$ cat src/hw/rtl/tmo_pkg.sv
// Tone map operator package: shared types, codes, widths and the
// elaboration-time builders of the log2 and exp2 interpolation tables.
// No dependencies.
package tmo_pkg;

  localparam int OUT_FRAC_BITS_DEF  = 16;
  localparam int LOG_TABLE_BITS_DEF = 8;

  localparam int LUM_W      = 32;  // Q16.16 luminance and config words
  localparam int GAM_W      = 16;  // Q4.12 exponent
  localparam int GAM_FRAC   = 12;
  localparam int MODE_W     = 3;
  localparam int CFG_IDX_W  = 3;
  localparam int CFG_DATA_W = 32;
  localparam int LQ         = 24;  // log2 fraction bits
  localparam int LG_W       = 30;  // log2 value, integer part up to 32
  localparam int EXP_Q      = 30;  // exp2 table fraction bits

  localparam logic [LUM_W-1:0] LUM_ONE = LUM_W'(1) << 16;
  localparam logic [LG_W-1:0]  LOG_OFF = LG_W'(16) << LQ;

  typedef enum logic [MODE_W-1:0] {
    MODE_CLAMP,
    MODE_EQ,
    MODE_EQ_CLAMP,
    MODE_GAMMA,
    MODE_GAMMA_CLAMP,
    MODE_LOG_MAX,
    MODE_LOG_ALPHA
  } mode_t;

  typedef enum logic [1:0] {
    ST_OK,
    ST_RANGE,
    ST_CFG
  } status_t;

  typedef enum logic [CFG_IDX_W-1:0] {
    REG_MODE,
    REG_MAX_LUM,
    REG_CLAMP,
    REG_GAMMA,
    REG_ALPHA
  } reg_idx_t;

  // Per-sample control that travels alongside the datapath
  typedef struct packed {
    status_t            status;
    logic [MODE_W-1:0]  mode;
    logic               force_one;
    logic               force_zero;
    logic [LUM_W-1:0]   lum;
  } ctl_t;

  function automatic longint unsigned isqrt64(longint unsigned v);
    longint unsigned r;
    longint unsigned b;
    longint unsigned vv;
    r  = 0;
    vv = v;
    b  = 64'd1 << 62;
    while (b > vv) b = b >> 2;
    while (b != 0) begin
      if (vv >= r + b) begin
        vv = vv - (r + b);
        r  = (r >> 1) + b;
      end else begin
        r = r >> 1;
      end
      b = b >> 2;
    end
    return r;
  endfunction

  // log2(1 + i/2^t) in Q24, by repeated squaring
  function automatic logic [LQ:0] log_entry(int t, int i);
    longint unsigned x;
    longint unsigned res;
    if (i == (1 << t)) return (LQ+1)'(1) << LQ;
    x   = (64'd1 << 30) + (longint'(i) << (30 - t));
    res = 0;
    for (int b = 1; b <= LQ; b++) begin
      x = (x * x) >> 30;
      if (x >= (64'd1 << 31)) begin
        res = res | (64'd1 << (LQ - b));
        x   = x >> 1;
      end
    end
    return (LQ+1)'(res);
  endfunction

  // 2^(-i/2^t) in Q30, product of rounded root constants
  function automatic logic [EXP_Q:0] exp_entry(int t, int i);
    longint unsigned root [13];
    longint unsigned p;
    if (i == (1 << t)) return (EXP_Q+1)'(1) << 29;
    for (int k = 0; k < 13; k++) root[k] = 0;
    root[1] = isqrt64(64'd1 << 59);
    for (int k = 2; k <= t; k++) root[k] = isqrt64(root[k-1] << 30);
    p = 64'd1 << 30;
    for (int k = 1; k <= t; k++) begin
      if (((i >> (t - k)) & 1) != 0) p = (p * root[k] + (64'd1 << 29)) >> 30;
    end
    return (EXP_Q+1)'(p);
  endfunction

endpackage

$ cat src/hw/rtl/tmo_div.sv
// Tone map operator pipelined restoring divider, one quotient bit a stage.
// Caller guarantees num < den * 2^QW. Depends on tmo_pkg.
module tmo_div import tmo_pkg::*; #(
  parameter int NW = 48,
  parameter int DW = 32,
  parameter int QW = 17
) (
  input  logic          clk,
  input  logic          rst_n,
  input  logic          en,
  input  logic          in_vld,
  input  ctl_t          in_ctl,
  input  logic [NW-1:0] num,
  input  logic [DW-1:0] den,
  output logic          out_vld,
  output ctl_t          out_ctl,
  output logic [QW-1:0] quo
);

  localparam int W = DW + QW;

  logic [NW-1:0] rem_r [QW];
  logic [DW-1:0] den_r [QW];
  logic [QW-1:0] quo_r [QW];
  ctl_t          ctl_r [QW];
  logic          vld_r [QW];

  for (genvar k = 0; k < QW; k++) begin : g_stage
    logic [NW-1:0] rem_s;
    logic [DW-1:0] den_s;
    logic [QW-1:0] quo_s;
    ctl_t          ctl_s;
    logic          vld_s;
    logic [W-1:0]  dsh;
    logic          take;
    logic [NW-1:0] rem_nxt;
    logic [QW-1:0] quo_nxt;

    if (k == 0) begin : g_first
      assign rem_s = num;
      assign den_s = den;
      assign quo_s = '0;
      assign ctl_s = in_ctl;
      assign vld_s = in_vld;
    end else begin : g_next
      assign rem_s = rem_r[k-1];
      assign den_s = den_r[k-1];
      assign quo_s = quo_r[k-1];
      assign ctl_s = ctl_r[k-1];
      assign vld_s = vld_r[k-1];
    end

    assign dsh  = W'(den_s) << (QW - 1 - k);
    assign take = (W'(rem_s) >= dsh);

    always_comb begin
      rem_nxt = take ? (rem_s - dsh[NW-1:0]) : rem_s;
      quo_nxt = quo_s;
      quo_nxt[QW-1-k] = take;
    end

    always_ff @(posedge clk) begin
      if (!rst_n) begin
        vld_r[k] <= 1'b0;
      end else if (en) begin
        vld_r[k] <= vld_s;
      end
    end

    always_ff @(posedge clk) begin
      if (en) begin
        rem_r[k] <= rem_nxt;
        den_r[k] <= den_s;
        quo_r[k] <= quo_nxt;
        ctl_r[k] <= ctl_s;
      end
    end
  end

  assign out_vld = vld_r[QW-1];
  assign out_ctl = ctl_r[QW-1];
  assign quo     = quo_r[QW-1];

endmodule

$ cat config.mk
export PLATFORM = sky130hd
export DESIGN_NAME = tmo_div
export DESIGN_NICKNAME = d
export VERILOG_FILES = /design/src/hw/rtl/tmo_pkg.sv /design/src/hw/rtl/tmo_div.sv
export SDC_FILE = /design/constraint.sdc
export NUM_CORES = 2
export LEC_CHECK = 0
export BUFFER_PORTS_ARGS = -buffer_cell sky130_fd_sc_hd__buf_4
export CORE_MARGIN = 2
export CORE_UTILIZATION = 45
export CTS_BUF_LIST = sky130_fd_sc_hd__clkbuf_4 sky130_fd_sc_hd__clkbuf_8 sky130_fd_sc_hd__clkbuf_16
export DETAILED_ROUTE_END_ITERATION = 8
export PLACE_DENSITY = 0.69
export SETUP_SLACK_MARGIN = 0.1
export SLEW_MARGIN = 15
export SYNTH_ARGS = -nofsm -noshare
export SYNTH_HDL_FRONTEND = slang
export SYNTH_SLANG_ARGS = --single-unit
$ cat constraint.sdc
create_clock -name clk -period 3.34 [get_ports clk]
set_input_delay 0 -clock clk [delete_from_list [all_inputs] [get_ports clk]]
set_output_delay 0 -clock clk [all_outputs]
set_load 0.1 [all_outputs]
# Word level (Yosys, flattened, before mapping)
# Memory sizes are Yosys's and may differ from the RTL's.
# Cells that the tools add are included.
[totals]
regBits = 0
ramBits = 2329
input_bits = 123
output_inout_bits = 57
wordCells = 95
n_memories = 5
[mem_list]
columns = ["name", "depth", "word_bits", "rd", "rd_clocked_by_memory_dff", "write_ports", "line_no", "text"]
rows = [
  ["rem_r", 17, 48, 16, 0, 17, "tmo_div.sv:22", "logic [NW-1:0] rem_r [QW];"],
  ["ctl_r", 17, 39, 17, 0, 17, "tmo_div.sv:25", "ctl_t ctl_r [QW];"],
  ["den_r", 17, 32, 16, 0, 17, "tmo_div.sv:23", "logic [DW-1:0] den_r [QW];"],
  ["quo_r", 17, 17, 17, 0, 17, "tmo_div.sv:24", "logic [QW-1:0] quo_r [QW];"],
  ["vld_r", 17, 1, 17, 0, 17, "tmo_div.sv:26", "logic vld_r [QW];"],
]
[op_classes]
addsub = 17
n_lt_le_gt_ge = 17
mux = 39
bitwise_logic = 17
[ops]
columns = ["op", "n"]
rows = [
  ["$mux W48", 17],
  ["$ge A48 B32 Y1", 1],
  ["$ge A48 B33 Y1", 1],
  ["$ge A48 B34 Y1", 1],
  ["$ge A48 B35 Y1", 1],
  ["$ge A48 B36 Y1", 1],
  ["$ge A48 B37 Y1", 1],
  ["$ge A48 B38 Y1", 1],
  ["$ge A48 B39 Y1", 1],
  ["$ge A48 B40 Y1", 1],
  ["$ge A48 B41 Y1", 1],
  ["$ge A48 B42 Y1", 1],
  ["$ge A48 B43 Y1", 1],
  ["$ge A48 B44 Y1", 1],
  ["$ge A48 B45 Y1", 1],
  ["$ge A48 B46 Y1", 1],
  ["$ge A48 B47 Y1", 1],
  ["$ge A48 B48 Y1", 1],
  ["$sub A48 B32 Y48", 1],
  ["$sub A48 B33 Y48", 1],
  ["$sub A48 B34 Y48", 1],
  ["$sub A48 B35 Y48", 1],
  ["$sub A48 B36 Y48", 1],
  ["$sub A48 B37 Y48", 1],
  ["13 further kinds", 50],
]

# Longest topological paths before layout
[depth]
depth_word = 4
ltp_mapped = 16
mapped_depth_nobuf = 15

# Least setup slack after synthesis
# OpenSTA, ideal clock, no wires.
[synth_path]
kind = "register -> register"
from = "memory rem_r[14][1], in the netlist rem_r[0][673]"
to = "memory rem_r[15][47], in the netlist rem_r[0][767] (data pin)"
setup_ps = 260
t_arrival_ps = 3374
t_required_ps = 3080
slack_ps = -294
path_stages_with_launch = 16
path_buffers = 0
period_less_slack_ps = 3634
path_cell_list = "edfxtp_1 -> inv_1 -> ha_1 -> inv_1 -> fa_1 -> a211oi_1 -> o21bai_1 -> a211oi_1 -> o211ai_1 -> a21oi_1 -> a2111oi_0 -> or3_1 -> a21oi_2 -> o22ai_1 -> a2111o_1 -> mux2_2"
[synth_rtl]
columns = ["element", "line_no"]
rows = [
  ["start: declaration", "tmo_div.sv:22"],
]

==> results.ini <==
[status]
status=finished with violations
violations=negative setup slack

[pwr]
combPwrFrac_pct=42.5
p_clk_share_pct=21.8
switchingPower_mw=36.3
swShare_pct=33.4
power_mw=109
leakagePower_nw=54.3
p_seq_share_pct=35.7
ir_worst_vdd_uv=485
power_density_mw_per_mm2=810
p_int_mw=72.3

[clock_network]
h-tree-depth=4
cts_tree=yes
cts_buffer_depth=3
numCtsBuffers=220
clkTransAtPathRegs_ps=60
clock-root-buffer=clkbuf_16
clk-insertion-delay-late_ps=880
cts_sinks=2113

[critical_path]
slowest_delay_ps=400
cp-startpoint=rem_r[0][673]$_DFFE_PP_
slowest_stage=edfxtp_1
required_ps=3960
cp_cell_sequence=inv_2 > ha_4 > inv_2 > fa_2 > a211oi_2 > o21bai_2 > a211oi_2 > o211ai_1 > a21oi_2 > buf_6 > a2111oi_4 > or3_4 > a21oi_4 > o22ai_2 > a2111o_1 > mux2_2
start_kind=register
crit_type=register to register
arrival_ps=4370
endpoint_kind=register
rr_endpoint=rem_r[0][767]$_DFFE_PP_
worst-path-buf-inv=3
r2r-start=rem_r[0][673]$_DFFE_PP_
crit_fanout=3
ff2ff_setup_slack_ps=-410
crit_family=compound AO/OA/AOI/OAI gates
worstRegToRegCells=16

[cells_and_area]
instances_no_fill=13300
fin_area_mm2=0.134
drive_gt1_share_pct=29.0
syn_to_final_growth_pct=32.4
utilization_pct=59.8
nFillCells=17300
nets=10800

[routing]
drtIter0Drc=3516
via_per_inst=5.18
wl_per_cell_um=17.8
drc=0
first_pass_iters=6
vias=68800
ant_nets=0
drt_wl_total_mm=236

[floorplan]
die_w_um=478
die_area_mm2=0.229
coreArea_mm2=0.224
num_rows=174
io_pins=180
dieHeight_um=478
start_util_pct=45.1

[place]
place_worst_setup_slack_ps=-845
dp_hpwl_mm=163
gp_congestion=0.931
portBuffers=179
placed_area_mm2=0.116
dp_cells=12300

[sta]
drv_slew=0
skew_ps=63.0
period_needed_ps=3750
setup_slack_ps=-406
fin_tns_setup_ps=-18030
tightestPinTransition_ps=990
hold_violations=0
worst_hold_slack_ps=83.4
fin_crit_sh_pct=112
grt_setup_unrepaired=yes
max-slew-margin-rel_pct=33.4
setup_viol=227
max_freq_mhz=267

[global_route]
grtUsageTotal_pct=20.2
grt_pass1_vias=72700
grt_max_degree=157
antenna_found_initial=2
grt-ovfl-total=0
grt_pass1_wl_mm=371

[yosys]
synth_area_leader_cell=edfxtp_1
synth_cell_types=96
yosysWarnings=0
avgSynthCellArea_um2=12.6
yosysSeqAreaShare_pct=62.7
yosysTopAreaCellShare_pct=62.7
synth.area.top_cells=edfxtp_1 63%, ha_1 6.7%, a21oi_1 3.3%
synthTopCellsByCount=2112 x edfxtp_1, 687 x inv_1, 661 x a21oi_1, 544 x ha_1, 515 x nand2_1
ys_seq_elements=2113
synth_edf_count=2112
async_flop_share_pct=0
synthesis.nets=8713
synth_flop_cell=edfxtp_1
syn-instance-count=8030
syn_area_mm2=0.101
synth_most_common_cell=edfxtp_1

[worst_hold_path]
hp-class=input pin to register
holdCritStartpoint=num[16]
worstHoldEndpoint=rem_r[0][16]$_DFFE_PP_
holdPathStages=4

[job]
drv_cap=0

## worst max path at each step
| stage | to | depth (start not counted) | slack, ps |
|---|---|---|---|
| 2_1_floorplan | rem_r[0][767]$_DFFE_PP_ | 15 | -110 |
| 3_3_place_gp | rem_r[0][767]$_DFFE_PP_ | 16 | -770 |
| 3_5_place_dp | rem_r[0][479]$_DFFE_PP_ | 13 | -850 |
| 4_1_cts | rem_r[0][767]$_DFFE_PP_ | 16 | -430 |
| 5_1_grt | rem_r[0][767]$_DFFE_PP_ | 16 | -570 |
| 6_report | rem_r[0][767]$_DFFE_PP_ | 16 | -410 |
## logic make-up after synthesis
group | Yosys count | share of synthesized area [%]
AO/OA/AOI/OAI | 2020 | 12.4
XOR/XNOR | 554 | 4.79
adder cells (fa/ha/maj) | 560 | 7.04
buffers and inverters | 899 | 3.37
flip-flops | 2113 | 62.7
multiplexers | 101 | 1.13
AND/OR/NAND/NOR | 1783 | 8.55
## layout by cell type (no fill, tap or decap), types with 31 or more instances in the layout
cell type,instances
a21oi_2,86
xnor2_1,296
ha_1,488
clkinv_1,50
edfxtp_1,2112
a31oi_1,46
buf_12,56
o21bai_1,65
o21a_1,60
buf_6,102
o21ai_2,74
nand3_1,97
a21o_1,319
xor2_1,245
o21ai_1,67
inv_1,658
nor4_1,51
and3_1,69
ha_4,44
mux2_4,35
nand4_1,100
nor3_1,81
nor2_2,35
o21ai_0,340
clkinv_2,38
or3_1,32
nor2_1,409
nand2_1,492
mux2_2,60
o211ai_1,31
buf_4,1599
clkbuf_4,42
a21oi_1,565
buf_8,36
clkbuf_16,224
nor2b_1,61
nand2b_1,73
dlygate4sd3_1,241
## power groups by stage
stage / sequential [mW] / combinational, mW / clock, mW
final: 38.8 / 46.1 / 23.7
after global routing: 39.3 / 50.4 / 25.4
after detailed placement: 39.1 / 39.1 / 0
after global placement: 39.0 / 38.4 / 0
after floorplan: 38.2 / 24.6 / 0
after CTS: 38.7 / 44.5 / 24.4
## registers in the layout (all words and copies together), names as in the netlist
register,flops
den_r,512
quo_r,153
rem_r,768
vld_r,17
ctl_r,663
## worst register-to-register path, delay by kind of cell (launching register included)
kind | cells | cell delay (ps)
adders and majority gates | 2 | 480
buffers and inverters | 3 | 270
DFF | 1 | 400
AOI/OAI and AO/OA | 9 | 1770
and+or+nand+nor | 1 | 370
muxes | 1 | 270
## final cells by class
class                   count  area (um^2)  share of cell area (%)
flip-flops and latches   2113        63400                    47.3
multi-input cells        5019        38900                    29.0
repair buffers           2070        18200                    13.6
clock buffers             263         5850                    4.36
well taps                2992         3740                    2.79
inverters                 689         2610                    1.95
clock inverters           136         1290                   0.964
diodes                      1         2.50                 0.00187
## layer usage
layer,global-route usage [%],share of wire (%),up-vias
li1,-,-,34000
met1,20.3,36,32600
met2,39.2,54,1417
met3,2.57,2.8,727
met4,11.8,6.6,0
met5,0,0,-
## what timing repair did
item                                   in CTS  in global routing
gates cloned                               34                  5
setup endpoints to repair                 610                620
pin swaps                                 378                190
resized for setup                        1037                191
hold buffers                              241                  0
setup buffers                             259                 83
endpoints found under the hold margin     641                  0
Note: power is estimated with default switching activity, not from simulation.
